`src/hdl/gha_pkg.sv`:
```
// ----------------------------------------------------------------------------
// GHASH accumulator package
// Item types, operation codes, register indexes and the GF(2^128) multiply.
// ----------------------------------------------------------------------------
package gha_pkg;

	localparam int BlkW   = 128;
	localparam int HalfW  = 64;
	localparam int CountW = 61;
	localparam int NbW    = 5;
	localparam int OpW    = 2;
	localparam int CfgIdxW = 2;

	localparam logic [OpW-1:0] OP_AAD    = 2'd0;
	localparam logic [OpW-1:0] OP_TEXT   = 2'd1;
	localparam logic [OpW-1:0] OP_FINISH = 2'd2;

	localparam logic [CfgIdxW-1:0] REG_KEY_HI = 2'd0;
	localparam logic [CfgIdxW-1:0] REG_KEY_LO = 2'd1;

	localparam logic [NbW-1:0] BLK_BYTES = 5'd16;

	// Input item.
	typedef struct packed {
		logic [OpW-1:0]   operation;
		logic [HalfW-1:0] data_hi;
		logic [HalfW-1:0] data_lo;
		logic [NbW-1:0]   valid_bytes;
	} gha_in_t;

	// Result item.
	typedef struct packed {
		logic [HalfW-1:0] tag_hi;
		logic [HalfW-1:0] tag_lo;
	} gha_out_t;

	// Decoded block held in the input stage.
	typedef struct packed {
		logic            vld;
		logic            fin;
		logic            is_text;
		logic [NbW-1:0]  nbytes;
		logic [BlkW-1:0] data;
	} gha_blk_t;

	// Product in GF(2^128) with the GCM bit order: bit 127 of the vector is the
	// coefficient of x^0 (MSB of byte 0). A carry-less product is formed first
	// and then folded twice by x^128 = x^7 + x^2 + x + 1.
	function automatic logic [BlkW-1:0] gf_mul(input logic [BlkW-1:0] a,
	                                          input logic [BlkW-1:0] b);
		logic [BlkW-1:0]     ar;
		logic [BlkW-1:0]     br;
		logic [2*BlkW-2:0]   p;
		logic [BlkW-2:0]     h;
		logic [BlkW+5:0]     r1;
		logic [5:0]          g;
		logic [BlkW-1:0]     r2;
		logic [BlkW-1:0]     res;
		for (int i = 0; i < BlkW; i++) begin
			ar[i] = a[BlkW-1-i];
			br[i] = b[BlkW-1-i];
		end
		p = '0;
		for (int i = 0; i < BlkW; i++) begin
			for (int j = 0; j < BlkW; j++) begin
				p[i+j] = p[i+j] ^ (ar[i] & br[j]);
			end
		end
		h  = p[2*BlkW-2:BlkW];
		r1 = {6'b0, p[BlkW-1:0]} ^ {7'b0, h} ^ {6'b0, h, 1'b0} ^
		     {5'b0, h, 2'b0} ^ {h, 7'b0};
		g  = r1[BlkW+5:BlkW];
		r2 = r1[BlkW-1:0] ^ {122'b0, g} ^ {121'b0, g, 1'b0} ^
		     {120'b0, g, 2'b0} ^ {115'b0, g, 7'b0};
		for (int i = 0; i < BlkW; i++) begin
			res[i] = r2[BlkW-1-i];
		end
		return res;
	endfunction

endpackage

```
`src/hdl/gha_prep.sv`:
```
// ----------------------------------------------------------------------------
// GHASH input stage
// Decodes an accepted item, zeroes the bytes past the valid count of data and
// text blocks and holds the block in the stage register.
// ----------------------------------------------------------------------------
module gha_prep (
	input  logic             clk,
	input  logic             arst_n,
	input  logic             accept,
	input  logic             adv,
	input  gha_pkg::gha_in_t blk,
	output gha_pkg::gha_blk_t blk_s1
);
	import gha_pkg::*;

	logic [NbW-1:0]  nsat;
	logic [BlkW-1:0] mask;
	logic            keep;
	logic            fin;
	logic            is_text;
	logic            vld_s1;
	gha_blk_t        pay_s1;

	assign nsat = (blk.valid_bytes > BLK_BYTES) ? BLK_BYTES : blk.valid_bytes;

	always_comb begin
		for (int b = 0; b < BlkW / 8; b++) begin
			mask[BlkW-1-8*b -: 8] = (NbW'(b) < nsat) ? 8'hff : 8'h00;
		end
	end

	// Code 3 and empty associated data or text blocks are taken but leave no trace.
	always_comb begin
		keep    = 1'b0;
		fin     = 1'b0;
		is_text = 1'b0;
		unique case (blk.operation)
			OP_AAD: begin
				keep = (blk.valid_bytes != '0);
			end
			OP_TEXT: begin
				keep    = (blk.valid_bytes != '0);
				is_text = 1'b1;
			end
			OP_FINISH: begin
				keep = 1'b1;
				fin  = 1'b1;
			end
			default: begin
				keep = 1'b0;
			end
		endcase
	end

	always_ff @(posedge clk or negedge arst_n) begin
		if (!arst_n) begin
			vld_s1 <= 1'b0;
		end else if (accept) begin
			vld_s1 <= keep;
		end else if (adv) begin
			vld_s1 <= 1'b0;
		end
	end

	always_ff @(posedge clk) begin
		if (accept) begin
			pay_s1.vld     <= 1'b1;
			pay_s1.fin     <= fin;
			pay_s1.is_text <= is_text;
			pay_s1.nbytes  <= nsat;
			pay_s1.data    <= fin ? {blk.data_hi, blk.data_lo}
			                      : ({blk.data_hi, blk.data_lo} & mask);
		end
	end

	always_comb begin
		blk_s1     = pay_s1;
		blk_s1.vld = vld_s1;
	end

endmodule

```
`config.mk`:
```
export PLATFORM = sky130hd
export DESIGN_NAME = gha_prep
export DESIGN_NICKNAME = d
export VERILOG_FILES = /design/src/hdl/gha_pkg.sv /design/src/hdl/gha_prep.sv
export SDC_FILE = /design/constraint.sdc
export NUM_CORES = 1
export LEC_CHECK = 0
export ABC_AREA = 1
export BUFFER_PORTS_ARGS = -buffer_cell sky130_fd_sc_hd__buf_2
export CAP_MARGIN = 20
export CORE_UTILIZATION = 30
export DETAILED_ROUTE_END_ITERATION = 7
export HOLD_SLACK_MARGIN = 0.15
export PLACE_DENSITY_LB_ADDON = 0.1
export SETUP_SLACK_MARGIN = 0.2
export SLEW_MARGIN = 20
export SYNTH_ARGS = -nofsm -noshare
export SYNTH_HDL_FRONTEND = slang
export SYNTH_SLANG_ARGS = --single-unit
```
`constraint.sdc`:
```
create_clock -name clk -period 0.8 [get_ports clk]
set_input_delay 0.2 -clock clk [delete_from_list [all_inputs] [get_ports clk]]
set_output_delay 0.2 -clock clk [all_outputs]
set_load 0.01 [all_outputs]
```
# == Word-level counts from Yosys, hierarchy flattened ==
# Index checks and enable logic that the tools add are counted.
# op_classes
n_lt_le_gt_ge,17
n_eq_ne,2
n_mux,23
bitwise,1
n_reduce_logical,4
# ops
op,count
AND 128 bit,1
two-way mux 128 bit,1
two-way mux 8 bit,16
"less-than comparator 4 x 5 -> 1 bit, first input constant",8
"less-than comparator 3 x 5 -> 1 bit, first input constant",4
"less-than comparator 1 x 5 -> 1 bit, first input constant",2
"less-than comparator 2 x 5 -> 1 bit, first input constant",2
"> comparator 5 bit, second input constant",1
two-way mux 5 bit,1
nonzero test 5 bit,1
two-way mux 1 bit,4
"== test 2 x 1 -> 1 bit, second input constant",1
"== test 2 bit, second input constant",1
zero test 2 bit,1
one-hot mux 1 bit (2 select lines),1
nonzero test 2 bit,1
OR reduction 2 bit,1
# totals
ff_bits,136
input_bits,139
output_inout_bits,136
word_cells,52

# == Depth between registers and ports, before layout ==
# Gate-level depths: netlist of the first run.
# logic_depth
ltp_word,6
mapped_depth,8
depth_no_buf,7

# == Least setup slack after synthesis of the first run ==
# No wires, ideal clock.
# synth_path
kind,input-to-reg
from,input port blk[2] (netlist name)
to,register pay_s1 (netlist bit blk_s1[112]) (data pin)
setup_ns,0.268
t_arrival_ns,0.815
t_required_ns,0.532
slack_ns,-0.283
cell_stages,4
path_buffers,0
path_cell_list,inv_1 nand4_1 nor2_1 nor2_1
# synth_between
elab_chain_len,6
# synth_rtl
item,line_no,rtl
from (decl),gha_prep.sv:11,"input gha_pkg::gha_in_t blk,"
> comparator 5 bit,gha_prep.sv:24,assign nsat = (blk.valid_bytes > BLK_BYTES) ? BLK_BYTES : blk.valid_bytes;
two-way mux 5 bit (*),gha_prep.sv:24,
less-than comparator 1 x 5 -> 1 bit (*),gha_prep.sv:28,mask[BlkW-1-8*b -: 8] = (NbW'(b) < nsat) ? 8'hff : 8'h00;
two-way mux 8 bit (*),gha_prep.sv:28,
AND 128 bit (*),gha_prep.sv:72,": ({blk.data_hi, blk.data_lo} & mask);"
two-way mux 128 bit (*),gha_prep.sv:71,"pay_s1.data <= fin ? {blk.data_hi, blk.data_lo}"
to (decl),gha_prep.sv:22,gha_blk_t pay_s1;
# Mark *: on every way between the ends. The rest lies on a longest branch, timed or not.
# A chain may end at the register's enable or synchronous reset.

# == Worst setup path in the final report of the first run ==
# layout_path
from,register pay_s1 (netlist bit blk_s1[110])
to,output port blk_s1[110] (netlist name)
# layout_rtl
item,line_no,rtl
to (decl),gha_prep.sv:12,output gha_pkg::gha_blk_t blk_s1
# No word-level cell between the ends.

==> results_tabular.tex, run 1 <==
\begin{tabular}{lr}
\hline
Metric & Value \\
\hline
\multicolumn{2}{l}{\textbf{Global route}} \\
\quad Wire length of the first global-routing pass & 21,500 um \\
\quad Overall fraction of global-route tracks in use & 0.158 \\
\quad Antenna violations before repair & 1 \\
\quad Largest net degree at the start of global routing & 25 \\
\quad Aggregate global routing overflow & 0 \\
\quad Via count of the first global-routing pass & 4,228 \\
\multicolumn{2}{l}{\textbf{Timing}} \\
\quad Number of pins exceeding their max-slew limit in the final report & 0 \\
\quad RSZ-0062 raised after global routing & yes \\
\quad Post-layout minimum cycle time & 1160 ps \\
\quad Share of the cycle needed by the critical path after routing & 1.44 \\
\quad Final worst setup slack & -356 ps \\
\quad Least-Margin Pin Slew & 285 ps \\
\quad Headroom to the max-slew limit & 0.810 \\
\quad Total negative setup slack & -43,820 ps \\
\quad Final setup violation count & 144 \\
\quad Hold Violations, Final & 0 \\
\quad Highest achievable clock rate & 865 MHz \\
\quad Fin Clk Skew & 0 ps \\
\multicolumn{2}{l}{\textbf{Synth}} \\
\quad Yosys synthesis warning count & 0 \\
\quad Fraction of post-synthesis cell area in the top cell type by area & 0.761 \\
\quad Count of distinct cell types in the synthesized netlist & 17 \\
\quad Most repeated cell in the gate-level netlist after synthesis & sky130\_fd\_sc\_hd\_\_edfxtp\_1 \\
\quad Primary FF master, synth & sky130\_fd\_sc\_hd\_\_edfxtp\_1 \\
\quad Average footprint of a synthesized cell & 11.9 um2 \\
\quad Post-synthesis sequential area ratio & 0.765 \\
\quad Synth area leaders & sky130\_fd\_sc\_hd\_\_edfxtp\_1 76\%, sky130\_fd\_sc\_hd\_\_inv\_1 9.2\%, sky130\_fd\_sc\_hd\_\_nor2\_1 7.3\% \\
\quad Commonest cells in the netlist & 135 x sky130\_fd\_sc\_hd\_\_edfxtp\_1, 131 x sky130\_fd\_sc\_hd\_\_inv\_1, 104 x sky130\_fd\_sc\_hd\_\_nor2\_1 \\
\quad Proportion of synthesized flip-flops having asynchronous set or reset & 0.00735 \\
\quad Syn\_nets & 587 \\
\quad Post-synthesis instance area & 0.00533 mm2 \\
\quad Post-synthesis sequential element count & 136 \\
\quad Post-synth EDFFs & 135 \\
\quad Area leader, netlist & sky130\_fd\_sc\_hd\_\_edfxtp\_1 \\
\quad Cell count after synthesis & 448 \\
\multicolumn{2}{l}{\textbf{Pwr}} \\
\quad Power density cells & 2130 mW/mm2 \\
\quad Max IR drop VDD & 1.49 mV \\
\quad Total power after layout & 20.0 mW \\
\quad P\_leak & 4.35 nW \\
\multicolumn{2}{l}{\textbf{Layout}} \\
\quad Relative area change from synthesis to final layout & 75.7\% \\
\quad Area taken by flip-flops and latches & 0.00408 mm2 \\
\quad Filler Cells Inserted & 1,529 \\
\quad Area taken by multi-input logic gates & 0.00164 mm2 \\
\quad Share of layout cells above drive strength 1 & 0.642 \\
\quad Net total in the final layout & 924 \\
\quad Post-layout instance count excluding filler cells & 1,024 \\
\multicolumn{2}{l}{\textbf{Worst setup path}} \\
\quad Arrival time at the worst endpoint & 960 ps \\
\quad Critical-path top delay cell & sky130\_fd\_sc\_hd\_\_edfxtp\_1 \\
\quad Type of origin of the critical path & flop \\
\quad Startpoint of the most critical register-to-register path & vld\_s1\$\_DFFE\_PN0P\_ \\
\quad Kind of cell with the highest combined delay on the critical path & flip-flops \\
\quad Critical Path RT & 600 ps \\
\quad Source of the critical timing path & blk\_s1[110]\$\_DFFE\_PP\_ \\
\quad Path type of the worst setup path & flop to output port \\
\quad Maximum fanout count along the critical path & 1 \\
\quad WP buf/inv & 1 \\
\quad Worst Setup End Kind & output port \\
\quad Critical Path, Cell by Cell & buf\_2 \\
\quad Critical Path Max Stage Delay & 390 ps \\
\multicolumn{2}{l}{\textbf{Placed design}} \\
\quad Placement Setup Slack & -730 ps \\
\quad Inst Count DP & 978 \\
\quad Placer Congestion & 0.802 \\
\quad Detail Placement HPWL & 10,500 um \\
\quad Buffers on Ports & 274 \\
\multicolumn{2}{l}{\textbf{Flow run}} \\
\quad Max-cap violation count & 0 \\
\multicolumn{2}{l}{\textbf{Drt}} \\
\quad Count of antenna-violating nets left after detailed routing & 0 \\
\quad DRC errors left & 0 \\
\quad Routed WL per cell & 14.1 um \\
\quad Total iterations of the first detailed-routing run & 4 \\
\quad Via count normalized by instance count & 4.08 \\
\quad Detailed-route via count & 4,181 \\
\quad Iter 0 DRT Violations & 148 \\
\quad WL final & 14,400 um \\
\multicolumn{2}{l}{\textbf{CTS}} \\
\quad Total CTS buffers & 17 \\
\quad Maximum buffer depth of the clock tree & 2 \\
\quad Number of hold buffers added after cts & 1 \\
\quad Clock network latency to the later pin of the worst-skew pair & 410 ps \\
\quad Buffer cell driving the clock tree root & sky130\_fd\_sc\_hd\_\_clkbuf\_16 \\
\quad H-tree levels & 4 \\
\quad CTS Sinks & 136 \\
\quad TritonCTS clock tree & done \\
\quad Clock-pin slew on the worst setup and hold paths & 60 ps \\
\multicolumn{2}{l}{\textbf{Floorplanning}} \\
\quad Horizontal die dimension & 135 um \\
\quad Area of the core region & 0.0173 mm2 \\
\quad Number of rows created at floorplan & 48 \\
\quad Die height & 135 um \\
\quad Die outline area & 0.0183 mm2 \\
\quad Top-level port count & 275 \\
\quad Initial core utilization & 0.308 \\
\multicolumn{2}{l}{\textbf{Outcome}} \\
\quad Violations in the final reports & setup timing \\
\quad Run status & finished, violations left \\
\multicolumn{2}{l}{\textbf{Hold path}} \\
\quad Start point of the worst hold path & blk[92] \\
\quad Worst min path class & input port to flop \\
\hline
\end{tabular}
[registers in the layout (all words and copies together), names as in the netlist]
register,cells
blk_s1,135
vld_s1,1
[what timing repair did]
item                                    CTS  global route
hold endpoints to repair                134           132
cloned                                    2             0
pin swaps                                21            31
setup buffers                             8             2
gates resized for setup                 180           125
endpoints found under the setup margin  265           257
[stage by stage]
step | util | cell area (um2) | hold slack, ps
after global placement | 0.434 | 7500 | -15.6
after detailed placement | 0.434 | 7500 | -12.3
final | 0.541 | 9360 | 41.9
after floorplan | - | 5480 | -95.6
after CTS | 0.514 | 8900 | 22.3
after global routing | 0.541 | 9360 | 36.2
[power by group]
| part | internal (mW) | total (mW) | switching [mW] |
|---|---|---|---|
| Clock | 5.17 | 8.17 | 3.01 |
| Combinational | 1.44 | 3.09 | 1.65 |
| Sequential | 8.55 | 8.71 | 0.155 |
| Total | 15.2 | 20.0 | 4.81 |
[placed cells by master, fill, tap and decap left out, types with 2 or more instances in the layout]
cell type	netlist	final
sky130_fd_sc_hd__buf_2	2	258
sky130_fd_sc_hd__edfxtp_1	135	135
sky130_fd_sc_hd__inv_1	131	106
sky130_fd_sc_hd__nor2_4	0	69
sky130_fd_sc_hd__nor2_1	104	29
sky130_fd_sc_hd__buf_4	2	21
sky130_fd_sc_hd__inv_2	4	19
sky130_fd_sc_hd__buf_6	0	18
sky130_fd_sc_hd__buf_12	0	18
sky130_fd_sc_hd__clkbuf_16	0	17
sky130_fd_sc_hd__nand2_2	4	15
sky130_fd_sc_hd__nand2_4	0	11
sky130_fd_sc_hd__nand2_8	0	9
sky130_fd_sc_hd__nand2_1	39	8
sky130_fd_sc_hd__a21boi_2	0	7
sky130_fd_sc_hd__a21oi_2	0	7
sky130_fd_sc_hd__nor2_2	0	6
sky130_fd_sc_hd__buf_8	0	5
sky130_fd_sc_hd__inv_4	0	3
sky130_fd_sc_hd__clkinv_8	0	3
sky130_fd_sc_hd__nand3_4	0	3
sky130_fd_sc_hd__clkbuf_8	0	3
sky130_fd_sc_hd__bufinv_16	0	3
sky130_fd_sc_hd__clkinv_4	0	3
sky130_fd_sc_hd__inv_8	0	2
sky130_fd_sc_hd__a21oi_4	0	2
sky130_fd_sc_hd__clkbuf_1	1	2
sky130_fd_sc_hd__clkinv_2	0	2
sky130_fd_sc_hd__buf_16	0	2
[cell families after synthesis]
group | share of synthesized area
compound gates | 0.0230
buf+inv | 0.100
flops | 0.765
simple gates | 0.111
[metal layers]
layer  vias to the layer above  wire (um)  part of all wire  track usage
met3                        32       1280             0.089       0.0617
met5                         -          0                 0            0
met4                         0        422             0.029       0.0755
met2                       176       7110              0.49        0.264
li1                       2066          -                 -            -
met1                      1907       5590              0.39        0.176
[cell type report]
cell class	count	share of cell area
clock inverter	10	0.0152
antenna	1	0.000267
timing repair buffer	323	0.230
sequential	136	0.436
tap	225	0.0301
clock buffer	22	0.0506
inverter	135	0.0636
multi-input combinational	172	0.175
[worst paths after layout]
check / end / slack, ps / depth (start not counted)
max: blk_s1[110] / -360 / 1
min: blk_s1[87]$_DFFE_PP_ / 40 / 3
max reg2reg: vld_s1$_DFFE_PN0P_ / 200 / 2
min reg2reg: vld_s1$_DFFE_PN0P_ / 500 / 2
min in group asynchronous: vld_s1$_DFFE_PN0P_ / 100 / 2
max in group asynchronous: vld_s1$_DFFE_PN0P_ / 610 / 2
[tightest hold or removal path: stages]
cell and delay [ps]:
sky130_fd_sc_hd__buf_2 80, sky130_fd_sc_hd__nand2_2 50, sky130_fd_sc_hd__inv_2 30
Power figures use the tool's default switching activity.
==> run 2: changes to the inputs <==
--- a/config.mk
+++ b/config.mk
@@ -8,11 +8,11 @@
 export ABC_AREA = 1
 export BUFFER_PORTS_ARGS = -buffer_cell sky130_fd_sc_hd__buf_2
 export CAP_MARGIN = 20
-export CORE_UTILIZATION = 30
+export CORE_UTILIZATION = 41
 export DETAILED_ROUTE_END_ITERATION = 7
 export HOLD_SLACK_MARGIN = 0.15
 export PLACE_DENSITY_LB_ADDON = 0.1
-export SETUP_SLACK_MARGIN = 0.2
+export SETUP_SLACK_MARGIN = 0.05
 export SLEW_MARGIN = 20
 export SYNTH_ARGS = -nofsm -noshare
 export SYNTH_HDL_FRONTEND = slang
==> constraint.sdc (replaced) <==
create_clock -name clk -period 0.8 [get_ports clk]
set_input_delay 0.2 -clock clk [delete_from_list [all_inputs] [get_ports clk]]
set_output_delay 0.2 -clock clk [all_outputs]
set_load 0.02 [all_outputs]
==> run 2 against run 1 <==
The run still ends with setup timing left; wire length is 3.2% higher; clock-buffer cell count down 5; clock skew is the same; hold slack gained 17 ps; global-route usage grew 6.0 points; non-clock buffer count up 21; clock power shrank 2%; first-iteration DRC count grew 37%; sequential share of layout area is 0.66 points lower; critical path type unchanged; highest routed layer unchanged.
==> results_tabular.tex, run 2 (synthesis results as in run 1) <==
\begin{tabular}{lr}
\hline
Metric & Value \\
\hline
\multicolumn{2}{l}{\textbf{Outcome}} \\
\quad Run status & finished, violations left (unchanged) \\
\quad Violations in the final reports & setup timing (unchanged) \\
\multicolumn{2}{l}{\textbf{Timing}} \\
\quad Share of the cycle needed by the critical path after routing & 1.48 (was 1.44) \\
\quad Hold Violations, Final & 0 (unchanged) \\
\quad Fin Clk Skew & 0 ps (unchanged) \\
\quad Least-Margin Pin Slew & 283 ps (was 285 ps) \\
\quad Number of pins exceeding their max-slew limit in the final report & 0 (unchanged) \\
\quad Highest achievable clock rate & 843 MHz (was 865 MHz) \\
\quad Post-layout minimum cycle time & 1190 ps (was 1160 ps) \\
\quad Final worst setup slack & -386 ps (was -356 ps) \\
\quad RSZ-0062 raised after global routing & yes (unchanged) \\
\quad Headroom to the max-slew limit & 0.811 (was 0.810) \\
\quad Final setup violation count & 142 (was 144) \\
\multicolumn{2}{l}{\textbf{Drt}} \\
\quad Detailed-route via count & 4,335 (was 4,181) \\
\quad Total iterations of the first detailed-routing run & 4 (unchanged) \\
\quad Routed WL per cell & 15.0 um (was 14.1 um) \\
\quad WL final & 14,900 um (was 14,400 um) \\
\quad Count of antenna-violating nets left after detailed routing & 0 (unchanged) \\
\quad Iter 0 DRT Violations & 203 (was 148) \\
\quad DRC errors left & 0 (unchanged) \\
\quad Via count normalized by instance count & 4.37 (was 4.08) \\
\multicolumn{2}{l}{\textbf{Placed design}} \\
\quad Buffers on Ports & 274 (unchanged) \\
\quad Placer Congestion & 0.731 (was 0.802) \\
\quad Detail Placement HPWL & 9710 um (was 10,500 um) \\
\quad Placement Setup Slack & -568 ps (was -730 ps) \\
\multicolumn{2}{l}{\textbf{Pwr}} \\
\quad Total power after layout & 20.5 mW (was 20.0 mW) \\
\quad Max IR drop VDD & 1.33 mV (was 1.49 mV) \\
\quad Power density cells & 2160 mW/mm2 (was 2130 mW/mm2) \\
\quad P\_leak & 4.60 nW (was 4.35 nW) \\
\multicolumn{2}{l}{\textbf{CTS}} \\
\quad Total CTS buffers & 17 (unchanged) \\
\quad Number of hold buffers added after cts & 79 (was 1) \\
\quad CTS Sinks & 136 (unchanged) \\
\quad Buffer cell driving the clock tree root & sky130\_fd\_sc\_hd\_\_clkbuf\_16 (unchanged) \\
\quad Clock network latency to the later pin of the worst-skew pair & 410 ps (about the same) \\
\quad Maximum buffer depth of the clock tree & 2 (unchanged) \\
\quad H-tree levels & 4 (unchanged) \\
\quad TritonCTS clock tree & done (unchanged) \\
\quad Clock-pin slew on the worst setup and hold paths & 60 ps (about the same) \\
\multicolumn{2}{l}{\textbf{Global route}} \\
\quad Via count of the first global-routing pass & 4,604 (was 4,228) \\
\quad Antenna violations before repair & 2 (was 1) \\
\quad Largest net degree at the start of global routing & 49 (was 25) \\
\quad Aggregate global routing overflow & 0 (unchanged) \\
\quad Wire length of the first global-routing pass & 21,300 um (was 21,500 um) \\
\quad Overall fraction of global-route tracks in use & 0.218 (was 0.158) \\
\multicolumn{2}{l}{\textbf{Worst setup path}} \\
\quad Critical Path, Cell by Cell & buf\_6 (was buf\_2) \\
\quad Path type of the worst setup path & flop to output port (unchanged) \\
\quad Worst Setup End Kind & output port (unchanged) \\
\quad Critical Path RT & 600 ps (about the same) \\
\quad Arrival time at the worst endpoint & 990 ps (was 960 ps) \\
\quad Maximum fanout count along the critical path & 1 (unchanged) \\
\quad Type of origin of the critical path & flop (unchanged) \\
\quad WP buf/inv & 1 (unchanged) \\
\quad Critical-path top delay cell & sky130\_fd\_sc\_hd\_\_edfxtp\_1 (unchanged) \\
\quad Critical Path Max Stage Delay & 420 ps (was 390 ps) \\
\quad Kind of cell with the highest combined delay on the critical path & flip-flops (unchanged) \\
\multicolumn{2}{l}{\textbf{Layout}} \\
\quad Share of layout cells above drive strength 1 & 0.447 (was 0.642) \\
\quad Net total in the final layout & 945 (was 924) \\
\quad Relative area change from synthesis to final layout & 78.4\% (was 75.7\%) \\
\quad Commonest cells after routing, fill and taps aside & 135 x sky130\_fd\_sc\_hd\_\_edfxtp\_1, 115 x sky130\_fd\_sc\_hd\_\_buf\_2, 114 x sky130\_fd\_sc\_hd\_\_buf\_6, 111 x sky130\_fd\_sc\_hd\_\_inv\_1, 85 x sky130\_fd\_sc\_hd\_\_nor2\_1 (was 258 x sky130\_fd\_sc\_hd\_\_buf\_2, 135 x sky130\_fd\_sc\_hd\_\_edfxtp\_1, 106 x sky130\_fd\_sc\_hd\_\_inv\_1, 69 x sky130\_fd\_sc\_hd\_\_nor2\_4, 29 x sky130\_fd\_sc\_hd\_\_nor2\_1) \\
\quad Number of flip-flops in the largest register & 135 (unchanged) \\
\quad Most common library cell in the layout ignoring fill and taps & sky130\_fd\_sc\_hd\_\_edfxtp\_1 (was sky130\_fd\_sc\_hd\_\_buf\_2) \\
\quad Filler Cells Inserted & 855 (was 1,529) \\
\multicolumn{2}{l}{\textbf{Hold path}} \\
\quad Worst min path class & input port to flop (unchanged) \\
\multicolumn{2}{l}{\textbf{Floorplanning}} \\
\quad Initial core utilization & 0.421 (was 0.308) \\
\quad Horizontal die dimension & 116 um (was 135 um) \\
\quad Number of rows created at floorplan & 41 (was 48) \\
\quad Die outline area & 0.0135 mm2 (was 0.0183 mm2) \\
\quad Die height & 116 um (was 135 um) \\
\quad Top-level port count & 275 (unchanged) \\
\quad Area of the core region & 0.0127 mm2 (was 0.0173 mm2) \\
\multicolumn{2}{l}{\textbf{Flow run}} \\
\quad Max-cap violation count & 0 (unchanged) \\
\hline
\end{tabular}
[run 2: changes by cell type in the layout (fill, tap and decap cells not counted), moves of 15 or more]
cell / previous run / this run
sky130_fd_sc_hd__buf_2: 258 / 115
sky130_fd_sc_hd__buf_6: 18 / 114
sky130_fd_sc_hd__dlygate4sd3_1: 1 / 62
sky130_fd_sc_hd__dlymetal6s4s_1: 0 / 16
sky130_fd_sc_hd__nand2_1: 8 / 23
sky130_fd_sc_hd__nor2_1: 29 / 85
sky130_fd_sc_hd__nor2_4: 69 / 9
[run 2: per-stage QoR]
| stage | TNS, ps | util | instances | hold slack (ps) | area (um2) |
|---|---|---|---|---|---|
| finish | -46040 | 0.750 | 993 | 59.1 | 9510 |
| detailed placement | -76420 | 0.581 | 924 | -7.76 | 7360 |
| CTS | -48360 | 0.722 | 1038 | 36.5 | 9150 |
| floorplan | -16640 | - | 448 | -95.6 | 5440 |
| global route | -51070 | 0.750 | 993 | 51.5 | 9510 |
| global placement | -73700 | 0.581 | 924 | -11.7 | 7360 |
[run 2: per-layer routing]
| layer | vias to the layer above | global-route usage | wire length (um) |
|---|---|---|---|
| met2 | 179 | 0.395 | 8070 |
| met5 | - | 0 | 0 |
| li1 | 2107 | - | - |
| met1 | 2021 | 0.218 | 5240 |
| met4 | 0 | 0.110 | 391 |
| met3 | 28 | 0.0795 | 1160 |
[run 2: repair_timing]
| action | CTS | global route |
|---|---|---|
| endpoints found under the hold margin | 132 | 53 |
| gates cloned | 0 | 0 |
| buffers inserted | 3 | 2 |
| pin swaps | 5 | 11 |
| setup endpoints to repair | 263 | 256 |
| resized for setup | 115 | 203 |
[run 2: final cells by class]
type | count | area (um2) | area share
multi-input cells | 172 | 973 | 0.102
repair buffers | 344 | 3080 | 0.324
clock inverters | 15 | 184 | 0.0193
inverters | 135 | 547 | 0.0575
diodes | 2 | 5.00 | 0.000526
clock buffers | 17 | 425 | 0.0447
flip-flops and latches | 136 | 4080 | 0.429
well taps | 172 | 215 | 0.0226
[run 2: tightest hold or removal path: cells and delay by family]
family / cells / cell delay [ps]
buffers and inverters: 2 / 120
AND/OR/NAND/NOR: 1 / 40
[run 2: power breakdown]
group / switching, mW / internal, mW / total, mW
Combinational: 1.86 / 1.79 / 3.64
Clock: 2.87 / 5.16 / 8.02
Sequential: 0.258 / 8.57 / 8.83
[run 2: path summary, 6_finish.rpt]
kind                                       from                    to  slack (ps)  depth (start not counted)
min reg2reg                  vld_s1$_DFFE_PN0P_    vld_s1$_DFFE_PN0P_         520                          2
min in group asynchronous                arst_n    vld_s1$_DFFE_PN0P_         120                          2
min                                     blk[66]  blk_s1[61]$_DFFE_PP_          60                          3
max in group asynchronous                arst_n    vld_s1$_DFFE_PN0P_         580                          2
max                        blk_s1[25]$_DFFE_PP_            blk_s1[25]        -390                          1
max reg2reg                  vld_s1$_DFFE_PN0P_    vld_s1$_DFFE_PN0P_         180                          2
